[src/rtl/core/nlp_pkg.sv]
package nlp_pkg;

   localparam int DATA_W      = 32;
   localparam int MAX_LEN_DEF = 16;

   typedef struct packed {
      logic signed [DATA_W-1:0] in_value;
      logic                     in_last;
   } req_type;

   typedef struct packed {
      logic signed [DATA_W-1:0] out_value;
      logic                     out_last;
      logic                     wrapped;
      logic                     overflow;
   } rsp_type;

   // read address source
   typedef enum logic {
      ADDR_SCAN,
      ADDR_EMIT
   } addr_sel_type;

   typedef struct packed {
      logic         load;      // store an accepted transaction
      logic         rd_en;
      addr_sel_type addr_sel;
      logic         idx_init;  // scan index to last element
      logic         idx_dec;
      logic         prev_ld;
      logic         piv_ld;
      logic         succ_ld;
      logic         wrap_clr;
      logic         wrap_set;
      logic         k_clr;
      logic         k_inc;
      logic         out_valid;
      logic         list_clr;  // list done: count and overflow back to zero
   } cmd_type;

   typedef struct packed {
      logic short_list;  // fewer than two elements held
      logic idx_first;   // scan index on last element
      logic idx_zero;
      logic less;        // read element < right neighbor
      logic succ_hit;    // pivot < read element
      logic k_last;      // emitting final element
   } sts_type;

endpackage

[src/rtl/core/nlp_ram.sv]
module nlp_ram
   #(
      parameter int WIDTH = 32,
      parameter int DEPTH = 16
   )
   (
      input  logic                     clock,
      input  logic                     we,
      input  logic [$clog2(DEPTH)-1:0] waddr,
      input  logic [WIDTH-1:0]         wdata,
      input  logic                     re,
      input  logic [$clog2(DEPTH)-1:0] raddr,
      output logic [WIDTH-1:0]         rdata
   );

   logic [WIDTH-1:0] mem [DEPTH];
   logic [WIDTH-1:0] rdata_ff;

   always_ff @(posedge clock) begin
      if (we) begin
         mem[waddr] <= wdata;
      end
      if (re) begin
         rdata_ff <= mem[raddr];
      end
   end

   assign rdata = rdata_ff;

endmodule

[src/rtl/core/nlp_ctrl.sv]
module nlp_ctrl
   import nlp_pkg::*;
   (
      input  logic    clock,
      input  logic    reset,
      input  logic    start,
      input  logic    in_last,
      input  sts_type sts,
      output cmd_type cmd,
      output logic    busy
   );

   typedef enum logic [2:0] {
      IDLE,
      SETUP,
      P_RD,
      P_CMP,
      S_RD,
      S_CMP,
      E_RD,
      E_OUT
   } state_type;

   state_type state_ff, state_in;
   logic      busy_ff;

   always_comb begin
      cmd      = '0;
      state_in = state_ff;
      case (state_ff)
         IDLE: begin
            if (start) begin
               cmd.load = 1'b1;
               if (in_last) begin
                  state_in = SETUP;
               end
            end
         end
         SETUP: begin
            cmd.idx_init = 1'b1;
            cmd.wrap_clr = 1'b1;
            if (sts.short_list) begin
               cmd.wrap_set = 1'b1;
               cmd.k_clr    = 1'b1;
               state_in     = E_RD;
            end else begin
               state_in = P_RD;
            end
         end
         P_RD: begin
            cmd.rd_en = 1'b1;
            state_in  = P_CMP;
         end
         P_CMP: begin
            if (sts.idx_first) begin
               cmd.prev_ld = 1'b1;
               cmd.idx_dec = 1'b1;
               state_in    = P_RD;
            end else if (sts.less) begin
               cmd.piv_ld   = 1'b1;
               cmd.idx_init = 1'b1;
               state_in     = S_RD;
            end else if (sts.idx_zero) begin
               cmd.wrap_set = 1'b1;
               cmd.k_clr    = 1'b1;
               state_in     = E_RD;
            end else begin
               cmd.prev_ld = 1'b1;
               cmd.idx_dec = 1'b1;
               state_in    = P_RD;
            end
         end
         S_RD: begin
            cmd.rd_en = 1'b1;
            state_in  = S_CMP;
         end
         S_CMP: begin
            if (sts.succ_hit) begin
               cmd.succ_ld = 1'b1;
               cmd.k_clr   = 1'b1;
               state_in    = E_RD;
            end else begin
               cmd.idx_dec = 1'b1;
               state_in    = S_RD;
            end
         end
         E_RD: begin
            cmd.rd_en    = 1'b1;
            cmd.addr_sel = ADDR_EMIT;
            state_in     = E_OUT;
         end
         E_OUT: begin
            cmd.out_valid = 1'b1;
            if (sts.k_last) begin
               cmd.list_clr = 1'b1;
               state_in     = IDLE;
            end else begin
               cmd.k_inc = 1'b1;
               state_in  = E_RD;
            end
         end
         default: begin
            state_in = IDLE;
         end
      endcase
   end

   always_ff @(posedge clock) begin
      if (reset) begin
         state_ff <= IDLE;
         busy_ff  <= 1'b0;
      end else begin
         state_ff <= state_in;
         busy_ff  <= (state_in != IDLE);
      end
   end

   assign busy = busy_ff;

endmodule

[src/rtl/core/nlp_dp.sv]
module nlp_dp
   import nlp_pkg::*;
   #(
      parameter int MAX_LEN = MAX_LEN_DEF
   )
   (
      input  logic    clock,
      input  logic    reset,
      input  req_type req_data,
      input  cmd_type cmd,
      output sts_type sts,
      output logic    rsp_valid,
      output rsp_type rsp_data
   );

   localparam int IW = $clog2(MAX_LEN);
   localparam int CW = $clog2(MAX_LEN + 1);
   localparam int SW = IW + 2;

   logic [CW-1:0]            count_ff, count_in;
   logic                     ovf_ff, ovf_in;
   logic                     wrap_ff, wrap_in;
   logic [IW-1:0]            idx_ff, idx_in;
   logic [IW-1:0]            k_ff, k_in;
   logic [IW-1:0]            piv_ff, piv_in;
   logic [IW-1:0]            succ_ff, succ_in;
   logic signed [DATA_W-1:0] prev_ff, prev_in;
   logic signed [DATA_W-1:0] pv_ff, pv_in;

   logic                     we;
   logic [IW-1:0]            raddr;
   logic [IW-1:0]            emit_addr;
   logic [IW-1:0]            last_idx;
   logic [SW-1:0]            mirror;
   logic [SW-1:0]            rev_all;
   logic [DATA_W-1:0]        rd_data;
   logic signed [DATA_W-1:0] rd_value;

   assign we       = cmd.load && (count_ff < CW'(MAX_LEN));
   assign last_idx = IW'(count_ff - CW'(1));
   assign rd_value = $signed(rd_data);

   // output position k -> store address
   assign rev_all = SW'(count_ff) - SW'(1) - SW'(k_ff);
   assign mirror  = SW'(count_ff) + SW'(piv_ff) - SW'(k_ff);

   always_comb begin
      if (wrap_ff) begin
         emit_addr = IW'(rev_all);
      end else if (k_ff < piv_ff) begin
         emit_addr = k_ff;
      end else if (k_ff == piv_ff) begin
         emit_addr = succ_ff;
      end else if (IW'(mirror) == succ_ff) begin
         emit_addr = piv_ff;
      end else begin
         emit_addr = IW'(mirror);
      end
   end

   assign raddr = (cmd.addr_sel == ADDR_EMIT) ? emit_addr : idx_ff;

   nlp_ram #(
      .WIDTH(DATA_W),
      .DEPTH(MAX_LEN)
   ) u_ram (
      .clock(clock),
      .we   (we),
      .waddr(IW'(count_ff)),
      .wdata(req_data.in_value),
      .re   (cmd.rd_en),
      .raddr(raddr),
      .rdata(rd_data)
   );

   always_comb begin
      count_in = count_ff;
      ovf_in   = ovf_ff;
      wrap_in  = wrap_ff;
      idx_in   = idx_ff;
      k_in     = k_ff;
      piv_in   = piv_ff;
      succ_in  = succ_ff;
      prev_in  = prev_ff;
      pv_in    = pv_ff;
      if (cmd.load) begin
         if (we) begin
            count_in = count_ff + CW'(1);
         end else begin
            ovf_in = 1'b1;
         end
      end
      if (cmd.list_clr) begin
         count_in = '0;
         ovf_in   = 1'b0;
      end
      if (cmd.wrap_clr) begin
         wrap_in = 1'b0;
      end
      if (cmd.wrap_set) begin
         wrap_in = 1'b1;
      end
      if (cmd.idx_init) begin
         idx_in = last_idx;
      end else if (cmd.idx_dec) begin
         idx_in = idx_ff - IW'(1);
      end
      if (cmd.k_clr) begin
         k_in = '0;
      end else if (cmd.k_inc) begin
         k_in = k_ff + IW'(1);
      end
      if (cmd.prev_ld) begin
         prev_in = rd_value;
      end
      if (cmd.piv_ld) begin
         piv_in = idx_ff;
         pv_in  = rd_value;
      end
      if (cmd.succ_ld) begin
         succ_in = idx_ff;
      end
   end

   always_ff @(posedge clock) begin
      if (reset) begin
         count_ff <= '0;
         ovf_ff   <= 1'b0;
         wrap_ff  <= 1'b0;
         idx_ff   <= '0;
         k_ff     <= '0;
      end else begin
         count_ff <= count_in;
         ovf_ff   <= ovf_in;
         wrap_ff  <= wrap_in;
         idx_ff   <= idx_in;
         k_ff     <= k_in;
      end
      piv_ff  <= piv_in;
      succ_ff <= succ_in;
      prev_ff <= prev_in;
      pv_ff   <= pv_in;
   end

   assign sts.short_list = (count_ff < CW'(2));
   assign sts.idx_first  = (idx_ff == last_idx);
   assign sts.idx_zero   = (idx_ff == '0);
   assign sts.less       = (rd_value < prev_ff);
   assign sts.succ_hit   = (pv_ff < rd_value);
   assign sts.k_last     = (k_ff == last_idx);

   assign rsp_valid          = cmd.out_valid;
   assign rsp_data.out_value = rd_value;
   assign rsp_data.out_last  = sts.k_last;
   assign rsp_data.wrapped   = wrap_ff;
   assign rsp_data.overflow  = ovf_ff;

endmodule

[src/rtl/core/next_lexicographic_permutation_top.sv]
// Channel  Ports                          Handshake
// -------  -----------------------------  ----------------------------------------
// request  start, busy, req_data          taken on a clock edge with start & !busy
// result   rsp_valid, rsp_data            one strobe per element, no back-pressure
//
// Loading accepts an element on each edge with start high; busy stays low until
// the element that carries in_last. After it the block stays busy through a
// setup step, the pivot and successor scans as the list needs them, and the
// emission of all n elements: every scan or emission step is one read of the
// element RAM plus one compare or output, so results are never back-to-back.
// Reset clears the FSM, the element count and the overflow flag; the RAM contents
// are not cleared. The receiver cannot stall; results are dropped if not taken in their cycle.
module next_lexicographic_permutation_top
   import nlp_pkg::*;
   #(
      parameter int MAX_LEN = MAX_LEN_DEF
   )
   (
      input  logic    clock,
      input  logic    reset,
      input  logic    start,
      output logic    busy,
      input  req_type req_data,
      output logic    rsp_valid,
      output rsp_type rsp_data
   );

   // controller <-> datapath
   cmd_type cmd;
   sts_type sts;

   // FSM walks: load -> pivot scan (right to left) -> successor scan
   // (right to left, skipped if there is no pivot) -> emission. The swap and
   // suffix reversal are never written back; the datapath remaps each output
   // position to a RAM address instead.
   nlp_ctrl u_ctrl (
      .clock  (clock),
      .reset  (reset),
      .start  (start),
      .in_last(req_data.in_last),
      .sts    (sts),
      .cmd    (cmd),
      .busy   (busy)
   );

   nlp_dp #(
      .MAX_LEN(MAX_LEN)
   ) u_dp (
      .clock    (clock),
      .reset    (reset),
      .req_data (req_data),
      .cmd      (cmd),
      .sts      (sts),
      .rsp_valid(rsp_valid),
      .rsp_data (rsp_data)
   );

endmodule

[config.mk]
export PLATFORM = sky130hd
export DESIGN_NAME = next_lexicographic_permutation_top
export DESIGN_NICKNAME = d
export VERILOG_FILES = /design/src/rtl/core/nlp_pkg.sv /design/src/rtl/core/nlp_ram.sv /design/src/rtl/core/nlp_ctrl.sv /design/src/rtl/core/nlp_dp.sv /design/src/rtl/core/next_lexicographic_permutation_top.sv
export SDC_FILE = /design/constraint.sdc
export NUM_CORES = 1
export LEC_CHECK = 0
export ABC_AREA = 1
export BUFFER_PORTS_ARGS = -buffer_cell sky130_fd_sc_hd__buf_2
export CORE_MARGIN = 5
export CORE_UTILIZATION = 39
export CTS_BUF_LIST = sky130_fd_sc_hd__clkbuf_16
export DETAILED_ROUTE_END_ITERATION = 7
export HOLD_SLACK_MARGIN = 0.1
export PLACE_DENSITY_LB_ADDON = 0.12
export SETUP_SLACK_MARGIN = 0.4
export SKIP_LAST_GASP = 1
export SYNTH_ARGS = -nofsm -noshare
export SYNTH_HDL_FRONTEND = slang
export SYNTH_SLANG_ARGS = --single-unit
[constraint.sdc]
create_clock -name clock -period 3.5 [get_ports clock]
set_clock_uncertainty 0.1 [all_clocks]
set_input_delay 0.525 -clock clock [delete_from_list [all_inputs] [get_ports clock]]
set_output_delay 0.525 -clock clock [all_outputs]
set_load 0.02 [all_outputs]
==> summary.txt, run 1 <==
Critical path
  • CP endpoint kind: register
  • Kind of critical path: register to register
  • Critical R2R Launch: u_dp.count_ff[1]$_SDFFE_PP0P_
  • Slack of the worst reg-to-reg path: -0.21 ns
  • Cells on worst reg2reg path: 21
  • CP Max Fanout: 32
  • CP arrival: 3.95 ns
  • Beginning of the critical path: u_dp.count_ff[1]$_SDFFE_PP0P_
  • Worst Setup EP: u_dp.u_ram.rdata[17]$_DFFE_PP_
  • Crit path required time: 3.74 ns
  • Critical Path Start Type: register
  • R2r endpoint: u_dp.u_ram.rdata[17]$_DFFE_PP_

Final layout
  • Layout Cells excl Fill: 3939
  • Share of layout cells above drive strength 1: 17.2%
  • Commonest non-fill, non-tap cell in the layout: edfxtp_1
  • Commonest cells after routing, fill and taps aside: edfxtp_1, nand3_1, nand2_1, inv_1, buf_4
  • Synthesis-to-layout area growth: 22.0%
  • Final Instance Area: 0.0354 mm^2
  • Final #Nets: 3035

Synthesis
  • Distinct cells, synth: 34
  • Sequential area share after synthesis: 65.1%
  • Ys Warns: 0
  • Number of flops mapped to enable cells by yosys: 616
  • Yosys reg bits: 635
  • Ys flop type: edfxtp_1
  • Syn Nets: 2820
  • Syn_area_per_cell: 10.7 um^2
  • Mapped Area: 0.0290 mm^2
  • Post-synthesis cell count: 2700
  • Synth async-reset ratio: 0%

Drt
  • Drt pass-1 iters: 5
  • Post-Route WL: 82500 um
  • Vias: 20.1k
  • Antenna Nets Post-Route: 0
  • Detailed Route Iter0 Violations: 1440
  • Avg WL per Cell: 21.0 um
  • Post-route DRC violation count: 0
  • Via/cell ratio: 5.11

Timing
  • Worst-Margin Slew: 0.764 ns
  • RSZ-0062 raised after global routing: yes
  • Final period util: 106%
  • Hold_ws: 0.205 ns
  • Setup TNS: -5.17 ns
  • Max Freq: 269 MHz
  • Setup ws final: -0.212 ns
  • Final Hold Vio Count: 0
  • Max Slew Vio Count: 0
  • Rel. slew slack: 49.0%
  • Final Critical Period: 3.71 ns
  • Final setup viols: 32

Global routing
  • Largest net degree at the start of global routing: 89
  • Vias in the first global route: 19.9k
  • Initial antenna violation count: 5
  • First-pass GRT wire length: 122000 um
  • GR Overflow Total: 0
  • GRT Util Overall: 20.1%

Clock tree
  • Max clock buf depth: 3
  • Reg clk slew, reported paths: 0.06 ns
  • CTS Sinks: 635
  • Cts bufs inserted: 70
  • # H-tree levels: 3
  • TritonCTS clock tree: done
  • CTS root buf: clkbuf_16
  • Skew-Pair Late Insertion Delay: 0.60 ns

Floorplan
  • Die width: 283 um
  • Die Y: 283 um
  • Num rows: 100
  • Die area: 0.0799 mm^2
  • I/O pin cnt: 73
  • Core Area: 0.0741 mm^2
  • Initial Util: 39.1%

Job
  • Maxcap violations: 0

Pwr
  • Leak: 0.0148 uW
  • Clock power frac: 26.6%
  • Psw: 9590 uW
  • Comb pwr share: 37.4%
  • Power Density: 764 mW/mm^2
  • Switching Fraction: 35.5%
  • Maximum vdd drop: 385 uV
  • Sequential cell fraction of total power: 36.1%
  • Power Total: 27000 uW
  • Internal Power: 17400 uW

Placed design
  • Cell Area, Placed: 0.0317 mm^2
  • Placed insts: 3746
  • GPL Wtd Cong: 0.858
  • PortBufs: 72
  • Hpwl dp: 45400 um

Run status
  • Failing checks: negative setup slack
  • Status: finished with violations

Hold path
  • Hold Path Class: primary input to register
-- routing by layer --
layer  global-route usage (%)  routed length, um  vias to the layer above
met1                     27.6              36100                     9811
met4                     6.06               2110                        6
met2                     32.9              38900                      608
met5                        0                 33                        -
met3                     3.71               5380                      141
li1                         -                  -                     9573
-- worst min-delay path by stage --
stage,startpoint,end,slack (ns),cells past startpoint
after global routing,req_data[19],u_dp.u_ram.mem[4][18]$_DFFE_PP_,0.19,1
after floorplan,u_dp.ovf_ff$_SDFFE_PP0P_,u_dp.ovf_ff$_SDFFE_PP0P_,0.33,2
final,req_data[28],u_dp.u_ram.mem[7][27]$_DFFE_PP_,0.21,1
after CTS,req_data[28],u_dp.u_ram.mem[15][27]$_DFFE_PP_,0.17,1
after detailed placement,u_dp.ovf_ff$_SDFFE_PP0P_,u_dp.ovf_ff$_SDFFE_PP0P_,0.35,2
after global placement,u_dp.ovf_ff$_SDFFE_PP0P_,u_dp.ovf_ff$_SDFFE_PP0P_,0.33,2
-- critical path: stages, from the launching register on --
cell	delay (ns)
dfxtp_4	0.35
inv_4	0.04
fa_1	0.55
inv_2	0.05
fa_2	0.52
inv_2	0.04
or2_4	0.21
nand4_1	0.13
nor2_4	0.06
buf_4	0.13
nand3_1	0.07
nand3_1	0.09
nand2_1	0.09
nand2_1	0.07
nand2_2	0.09
nand2_4	0.11
buf_4	0.19
buf_12	0.18
nand3_1	0.11
nand3_1	0.08
nand3_1	0.10
nand2_2	0.07
-- area by class of cell --
| type | count | area, um^2 |
|---|---|---|
| inverters | 455 | 1730 |
| repair buffers | 275 | 3060 |
| flip-flops and latches | 635 | 18900 |
| well taps | 969 | 1210 |
| clock buffers | 74 | 1850 |
| fillers | 6706 | 38700 |
| diodes | 1 | 2.50 |
| multi-input cells | 1478 | 8250 |
| clock inverters | 52 | 380 |
-- per-stage QoR --
step | setup WS, ns | utilization, %
2_1_floorplan | 0.192 | -
3_3_place_gp | -0.293 | 42.7
3_5_place_dp | -0.323 | 42.7
4_1_cts | -0.278 | 46.3
5_1_grt | -0.446 | 47.8
6_report | -0.212 | 47.8
-- cell usage after synthesis (5+ instances only) --
library cell | n | share of area [%]
edfxtp_1 | 616 | 64
nand3_1 | 606 | 10
nand2_1 | 537 | 7.0
inv_1 | 453 | 5.9
ha_1 | 80 | 3.5
buf_2 | 65 | 1.1
nand3b_1 | 64 | 1.7
a21oi_1 | 52 | 0.90
nor2_1 | 49 | 0.63
clkbuf_1 | 31 | 0.40
buf_6 | 21 | 0.82
o21ai_0 | 21 | 0.36
dfxtp_1 | 19 | 1.3
buf_4 | 12 | 0.31
nand4_1 | 12 | 0.26
nor3_1 | 9 | 0.16
o211ai_1 | 7 | 0.18
xor2_1 | 6 | 0.18
or2_2 | 5 | 0.11
xnor2_1 | 5 | 0.15
-- timing repair --
item                       4_1_cts  5_1_grt
setup buffers                   10       30
pin swaps                        8       56
resized for setup               28      116
hold buffers                     2        0
hold endpoints to repair         3        0
gates cloned                     7       17
setup endpoints to repair       50       86
-- sequential cells by signal, summed over array words and instances, names as in the netlist --
register and count:
u_dp.u_ram.mem 512, u_dp.wrap_ff 1, u_dp.idx_ff 4, u_dp.pv_ff 32
u_dp.piv_ff 4, u_ctrl.busy 1, u_dp.ovf_ff 1, u_dp.prev_ff 32
u_ctrl.state_ff 3, u_dp.u_ram.rdata 32, u_dp.k_ff 4, u_dp.count_ff 5
u_dp.succ_ff 4
-- cells by family after synthesis --
family / Yosys count / synth area share [%]
buffers and inverters: 588 / 8.59
flip-flops: 635 / 65.1
AND/OR/NAND/NOR: 1294 / 20.6
adder cells (fa/ha/maj): 84 / 3.73
XOR/XNOR: 11 / 0.332
AO/OA/AOI/OAI: 88 / 1.65
-- power by group through the flow --
stage / clock [uW] / combinational [uW] / sequential, uW
after floorplan: 0 / 5480 / 9970
after global placement: 0 / 8370 / 10000
after detailed placement: 0 / 8500 / 10100
after CTS: 7380 / 9000 / 9890
after global routing: 7710 / 11200 / 9790
final: 7180 / 10100 / 9740
Power figures use the tool's default switching activity.
==> run 2, diff against run 1 <==
--- a/config.mk
+++ b/config.mk
@@ -13,7 +13,6 @@
 export DETAILED_ROUTE_END_ITERATION = 7
 export HOLD_SLACK_MARGIN = 0.1
 export PLACE_DENSITY_LB_ADDON = 0.12
-export SETUP_SLACK_MARGIN = 0.4
 export SKIP_LAST_GASP = 1
 export SYNTH_ARGS = -nofsm -noshare
 export SYNTH_HDL_FRONTEND = slang
==> summary.txt, run 2 (synthesis gave the netlist of run 1 again) <==
Global routing
  • Vias in the first global route: 19.9k (+0.20%)
  • GR Overflow Total: 0 (unchanged)
  • GRT Util Overall: 20.8% (+0.67 points)
  • First-pass GRT wire length: 125000 um (+3.0%)
  • Initial antenna violation count: 6 (+1)
  • Largest net degree at the start of global routing: 117 (+31%)

Run status
  • Status: finished with violations
  • Failing checks: negative setup slack

Timing
  • Final Hold Vio Count: 0 (unchanged)
  • Max Slew Vio Count: 0 (unchanged)
  • Final setup viols: 32 (unchanged)
  • Worst-Margin Slew: 0.599 ns (-0.166 ns)
  • Setup ws final: -0.286 ns (-0.0736 ns)
  • RSZ-0062 raised after global routing: yes
  • Final period util: 108% (+2.1 points)
  • Rel. slew slack: 60.1% (+11 points)
  • Max Freq: 264 MHz (-1.9%)
  • Final Critical Period: 3.79 ns (+0.0736 ns)

Floorplan
  • Core Area: 0.0741 mm^2 (unchanged)
  • Initial Util: 39.1% (unchanged)
  • Num rows: 100 (unchanged)
  • Die width: 283 um (unchanged)
  • I/O pin cnt: 73 (unchanged)
  • Die area: 0.0799 mm^2 (unchanged)
  • Die Y: 283 um (unchanged)

Clock tree
  • Skew-Pair Late Insertion Delay: 0.62 ns (+0.02 ns)
  • # H-tree levels: 3 (unchanged)
  • Max clock buf depth: 3 (unchanged)
  • Cts bufs inserted: 72 (+2.9%)
  • CTS Sinks: 635 (unchanged)
  • Reg clk slew, reported paths: 0.06 ns (about the same)
  • TritonCTS clock tree: done
  • CTS root buf: clkbuf_16

Final layout
  • Commonest non-fill, non-tap cell in the layout: edfxtp_1
  • Largest reg by FF count: u_dp.u_ram.mem
  • Max FFs per register: 512 (unchanged)
  • Share of layout cells above drive strength 1: 21.5% (+4.2 points)
  • Final Instance Area: 0.0366 mm^2 (+3.5%)
  • Final #Nets: 3059 (+0.79%)
  • Commonest cells after routing, fill and taps aside: edfxtp_1, nand3_1, nand2_1, inv_1, nand3_2
  • Synthesis-to-layout area growth: 26.3%
  • ANT cells: 0 (-1)
  • Post-layout util: 49.4% (+1.7 points)

Drt
  • Post-route DRC violation count: 0 (unchanged)
  • Drt pass-1 iters: 5 (unchanged)
  • Post-Route WL: 85300 um (+3.3%)
  • Avg WL per Cell: 21.5 um (+2.6%)
  • Vias: 20.4k (+1.5%)
  • Via/cell ratio: 5.15 (+0.78%)
  • Detailed Route Iter0 Violations: 1655 (+15%)
  • Antenna Nets Post-Route: 0 (unchanged)

Critical path
  • Crit path required time: 3.76 ns (+0.02 ns)
  • Beginning of the critical path: u_dp.count_ff[1]$_SDFFE_PP0P_
  • CP Max Fanout: 6 (-81%)
  • Slack of the worst reg-to-reg path: -0.29 ns (-0.07 ns)
  • R2r endpoint: u_dp.u_ram.rdata[15]$_DFFE_PP_
  • CP arrival: 4.04 ns (+0.09 ns)
  • Critical Path Start Type: register
  • Critical R2R Launch: u_dp.count_ff[1]$_SDFFE_PP0P_
  • Cells on worst reg2reg path: 24 (+14%)
  • Kind of critical path: register to register
  • CP endpoint kind: register

Hold path
  • Hold depth: 1 (unchanged)
  • Min-delay src: req_data[11]
  • Hold Path Class: primary input to register
  • Worst Hold Path EP: u_dp.u_ram.mem[14][10]$_DFFE_PP_

Pwr
  • Leak: 0.0154 uW (+3.9%)
  • Power Density: 783 mW/mm^2 (+2.5%)
  • Maximum vdd drop: 535 uV (+39%)

Placed design
  • Hpwl dp: 46400 um (+2.1%)
  • Cell Area, Placed: 0.0316 mm^2 (-0.23%)
  • PortBufs: 72 (unchanged)
  • GPL Wtd Cong: 0.823 (-4.1%)

Job
  • Maxcap violations: 0 (unchanged)
-- run 2: cell count changes in the layout (fill, tap and decap cells not counted), sizes merged --
cell | before | now
buf | 262 | 279
bufbuf | 1 | 2
bufinv | 5 | 4
clkbuf | 84 | 90
clkinv | 32 | 37
clkinvlp | 3 | 2
diode | 1 | 0
inv | 467 | 469
nand2 | 544 | 543
-- run 2: how the worst max path moves through the flow --
stage	endpoint	slack (ns)	depth (start not counted)
2_1_floorplan	u_dp.u_ram.rdata[11]$_DFFE_PP_	0.06	22
3_3_place_gp	u_dp.u_ram.rdata[16]$_DFFE_PP_	-0.48	21
3_5_place_dp	u_dp.u_ram.rdata[16]$_DFFE_PP_	-0.46	20
4_1_cts	u_dp.u_ram.rdata[24]$_DFFE_PP_	-0.29	23
5_1_grt	u_dp.u_ram.rdata[11]$_DFFE_PP_	-0.45	24
6_report	u_dp.u_ram.rdata[15]$_DFFE_PP_	-0.29	24
-- run 2: cell type report --
class                      instances  area (um^2)
clock buffer                      75         1880
clock inverter                    57          409
fill                            6610        37500
inverter                         455         1730
multi-input combinational       1477         8740
sequential                       635        18900
tap                              969         1210
timing repair buffer             298         3750
-- run 2: routing by layer --
metal | vias up | track usage (%) | wire (um)
li1 | 9640 | - | -
met4 | 6 | 6.62 | 2190
met2 | 591 | 34.0 | 40300
met1 | 10054 | 28.6 | 37200
met5 | - | 0 | 43
met3 | 145 | 3.54 | 5530
-- run 2: timing repair --
action / 4_1_cts / 5_1_grt
gates resized for setup: 126 / 205
hold buffers: 2 / 0
setup buffers: 38 / 12
hold endpoints to repair: 3 / 0
gates cloned: 22 / 15
pin swaps: 46 / 100
setup endpoints to repair: 32 / 32
-- run 2: per-stage QoR --
stage	TNS [ns]	setup WS [ns]	cells	power (uW)	hold slack [ns]
5_1_grt	-13.12	-0.445	3966	30200	0.176
6_report	-7.81	-0.286	3966	28600	0.182
3_3_place_gp	-12.29	-0.477	3751	18600	0.336
2_1_floorplan	0	0.0604	2700	15400	0.326
4_1_cts	-7.38	-0.294	3941	27800	0.147
3_5_place_dp	-12.36	-0.464	3751	18700	0.343
-- run 2: report_power, final --
group / internal [uW] / switching [uW]
clock: 4190 / 3090
combinational: 4880 / 6640
sequential: 9250 / 589
total: 18300 / 10300
-- run 2: critical path, stage by stage, from the launching register on --
cell,delay (ns)
dfxtp_2,0.33
inv_2,0.06
fa_1,0.53
inv_2,0.06
fa_2,0.57
inv_2,0.05
or2_4,0.24
nand4_1,0.14
nor2_4,0.07
nand3_4,0.08
buf_6,0.11
nand2_2,0.04
nand3_2,0.04
nand2_1,0.05
nand2_1,0.07
nand2_2,0.08
nand2_4,0.13
inv_6,0.06
buf_12,0.15
buf_8,0.13
buf_12,0.14
nand3_2,0.07
nand3_1,0.08
nand3_1,0.07
nand2_1,0.06
==> run 3, diff against run 2 <==
==> constraint.sdc (replaced) <==
create_clock -name clock -period 3.31 [get_ports clock]
set_clock_uncertainty 0.1 [all_clocks]
set_input_delay 0.4965 -clock clock [delete_from_list [all_inputs] [get_ports clock]]
set_output_delay 0.4965 -clock clock [all_outputs]
set_load 0.02 [all_outputs]
==> summary.txt, run 3 (synthesis gave the netlist of run 1 again) <==
Global routing
  • Initial antenna violation count: 2 (-4)
  • GRT Util Overall: 20.0% (-0.76 points)
  • GR Overflow Total: 0 (unchanged)
  • First-pass GRT wire length: 121000 um (-3.5%)
  • Vias in the first global route: 19.2k (-3.5%)
  • Largest net degree at the start of global routing: 57 (-51%)

Floorplan
  • Core Area: 0.0741 mm^2 (unchanged)
  • I/O pin cnt: 73 (unchanged)
  • Num rows: 100 (unchanged)
  • Die width: 283 um (unchanged)
  • Initial Util: 39.1% (unchanged)
  • Die area: 0.0799 mm^2 (unchanged)
  • Die Y: 283 um (unchanged)

Pwr
  • Power Density: 812 mW/mm^2 (+3.8%)
  • Leak: 0.0148 uW (-3.8%)
  • Maximum vdd drop: 487 uV (-9.0%)

Run status
  • Failing checks: negative setup slack
  • Status: finished with violations

Timing
  • Setup TNS: -10.31 ns (-2.50 ns)
  • Max Slew Vio Count: 0 (unchanged)
  • Max Freq: 271 MHz (+2.5%)
  • Final Critical Period: 3.69 ns (-0.0924 ns)
  • Final Hold Vio Count: 0 (unchanged)
  • Worst-Margin Slew: 0.742 ns (+0.144 ns)
  • RSZ-0062 raised after global routing: yes
  • Setup ws final: -0.383 ns (-0.0976 ns)
  • Rel. slew slack: 50.5% (-9.6 points)
  • Final setup viols: 32 (unchanged)
  • Final period util: 112% (+3.4 points)

Critical path
  • Slack of the worst reg-to-reg path: -0.38 ns (-0.10 ns)
  • CP max stage cell: fa_1
  • CP endpoint kind: register
  • Crit path cell chain: inv_2 -> fa_1 -> inv_2 -> fa_2 -> inv_2 -> or2_4 -> nand4_1 -> nor2_4 -> nand3_4 -> nand2_2 -> nand3_2 -> nand2_2 -> nand2_4 -> nand2_8 -> nand2_8 -> buf_12 -> buf_12 -> nand2_1 -> nand3_1 -> nand3_1 -> nand3_1 -> nand2_1
  • Worst path max stage delay: 0.54 ns (-0.03 ns)
  • Cells on worst reg2reg path: 22 (-8.3%)
  • Critical R2R Launch: u_dp.piv_ff[1]$_DFFE_PP_
  • Crit path required time: 3.57 ns (-0.19 ns)
  • Kind of critical path: register to register
  • CP arrival: 3.96 ns (-0.08 ns)
  • R2r endpoint: u_dp.u_ram.rdata[27]$_DFFE_PP_
  • Critical Path Start Type: register
  • CP Max Fanout: 28 (+22)

Placed design
  • PortBufs: 72 (unchanged)
  • Hpwl dp: 47600 um (+2.6%)
  • GPL Wtd Cong: 0.840 (+2.1%)

Final layout
  • Share of layout cells above drive strength 1: 15.8% (-5.7 points)
  • Synthesis-to-layout area growth: 21.5%
  • Max FFs per register: 512 (unchanged)
  • Final #Nets: 3025 (-1.1%)
  • Commonest cells after routing, fill and taps aside: edfxtp_1, nand3_1, nand2_1, inv_1, buf_4
  • Commonest non-fill, non-tap cell in the layout: edfxtp_1
  • Largest reg by FF count: u_dp.u_ram.mem
  • Post-layout util: 47.5% (-1.9 points)

Clock tree
  • TritonCTS clock tree: done
  • Max clock buf depth: 3 (unchanged)
  • Cts bufs inserted: 71 (-1.4%)
  • Skew-Pair Late Insertion Delay: 0.61 ns (about the same)
  • CTS root buf: clkbuf_16
  • Reg clk slew, reported paths: 0.06 ns (about the same)
  • CTS Sinks: 635 (unchanged)
  • # H-tree levels: 3 (unchanged)

Hold path
  • Hold Path Class: primary input to register
  • Min-delay src: req_data[25]
  • Worst Hold Path EP: u_dp.u_ram.mem[7][24]$_DFFE_PP_
  • Hold depth: 1 (unchanged)

Drt
  • Post-Route WL: 82600 um (-3.2%)
  • Detailed Route Iter0 Violations: 1537 (-7.1%)
  • Via/cell ratio: 5.11 (-0.86%)
  • Antenna Nets Post-Route: 0 (unchanged)
  • Vias: 20.1k (-1.8%)
  • Drt pass-1 iters: 5 (unchanged)
  • Avg WL per Cell: 21.0 um (-2.3%)
  • Post-route DRC violation count: 0 (unchanged)

Job
  • Maxcap violations: 0 (unchanged)
[run 3: worst max-delay path: cells and delay by family, from the launching register on]
family                     cells  cell delay [ns]
and+or+nand+nor               15             1.44
adders and majority gates      2             1.06
DFF                            1             0.34
buffers and inverters          5             0.46
[run 3: how the worst max path moves through the flow]
stage / startpoint / endpoint / slack (ns) / cells past startpoint
global route: u_dp.piv_ff[1]$_DFFE_PP_ / u_dp.u_ram.rdata[31]$_DFFE_PP_ / -0.58 / 24
CTS: u_dp.piv_ff[1]$_DFFE_PP_ / u_dp.u_ram.rdata[12]$_DFFE_PP_ / -0.43 / 22
finish: u_dp.piv_ff[1]$_DFFE_PP_ / u_dp.u_ram.rdata[27]$_DFFE_PP_ / -0.38 / 22
global placement: u_dp.piv_ff[1]$_DFFE_PP_ / u_dp.u_ram.rdata[2]$_DFFE_PP_ / -0.47 / 22
detailed placement: u_dp.piv_ff[1]$_DFFE_PP_ / u_dp.u_ram.rdata[31]$_DFFE_PP_ / -0.45 / 21
floorplan: u_dp.count_ff[1]$_SDFFE_PP0P_ / u_dp.u_ram.rdata[11]$_DFFE_PP_ / -0.03 / 22
[run 3: layer usage]
layer / part of all wire [%] / track usage [%]
met1: 45 / 28.5
met4: 2.4 / 5.55
met3: 5.1 / 2.64
met2: 47 / 32.7
met5: 0.016 / 0
[run 3: repair_timing]
item | in CTS | in global routing
gates resized for setup | 31 | 90
setup endpoints to repair | 32 | 37
setup buffers | 21 | 5
pin swaps | 6 | 26
hold buffers | 2 | 0
cloned | 13 | 12
hold endpoints to repair | 3 | 0
[run 3: report_power, final]
part / internal [uW] / switching [uW]
Combinational: 4260 / 6420
Clock: 4240 / 3200
Sequential: 9790 / 696
Total: 18300 / 10300
[run 3: layout make-up]
type,instances,area (um^2)
multi-input combinational,1477,8140
sequential,635,18900
fill,6709,38900
inverter,455,1730
tap,969,1210
timing repair buffer,265,3080
clock inverter,55,402
clock buffer,71,1780
antenna,2,5.00
[run 3: stage by stage]
stage          total power [uW]  cell area (um^2)  setup slack [ns]  hold WS, ns  std cells
5_1_grt                   30300             35200            -0.576        0.151       3927
4_1_cts                   28100             34500            -0.431        0.125       3911
6_report                  28600             35200            -0.383        0.164       3929
3_3_place_gp              19700             31600            -0.468        0.336       3749
3_5_place_dp              19800             31600            -0.449        0.345       3749
2_1_floorplan             16300             29000           -0.0322        0.326       2700
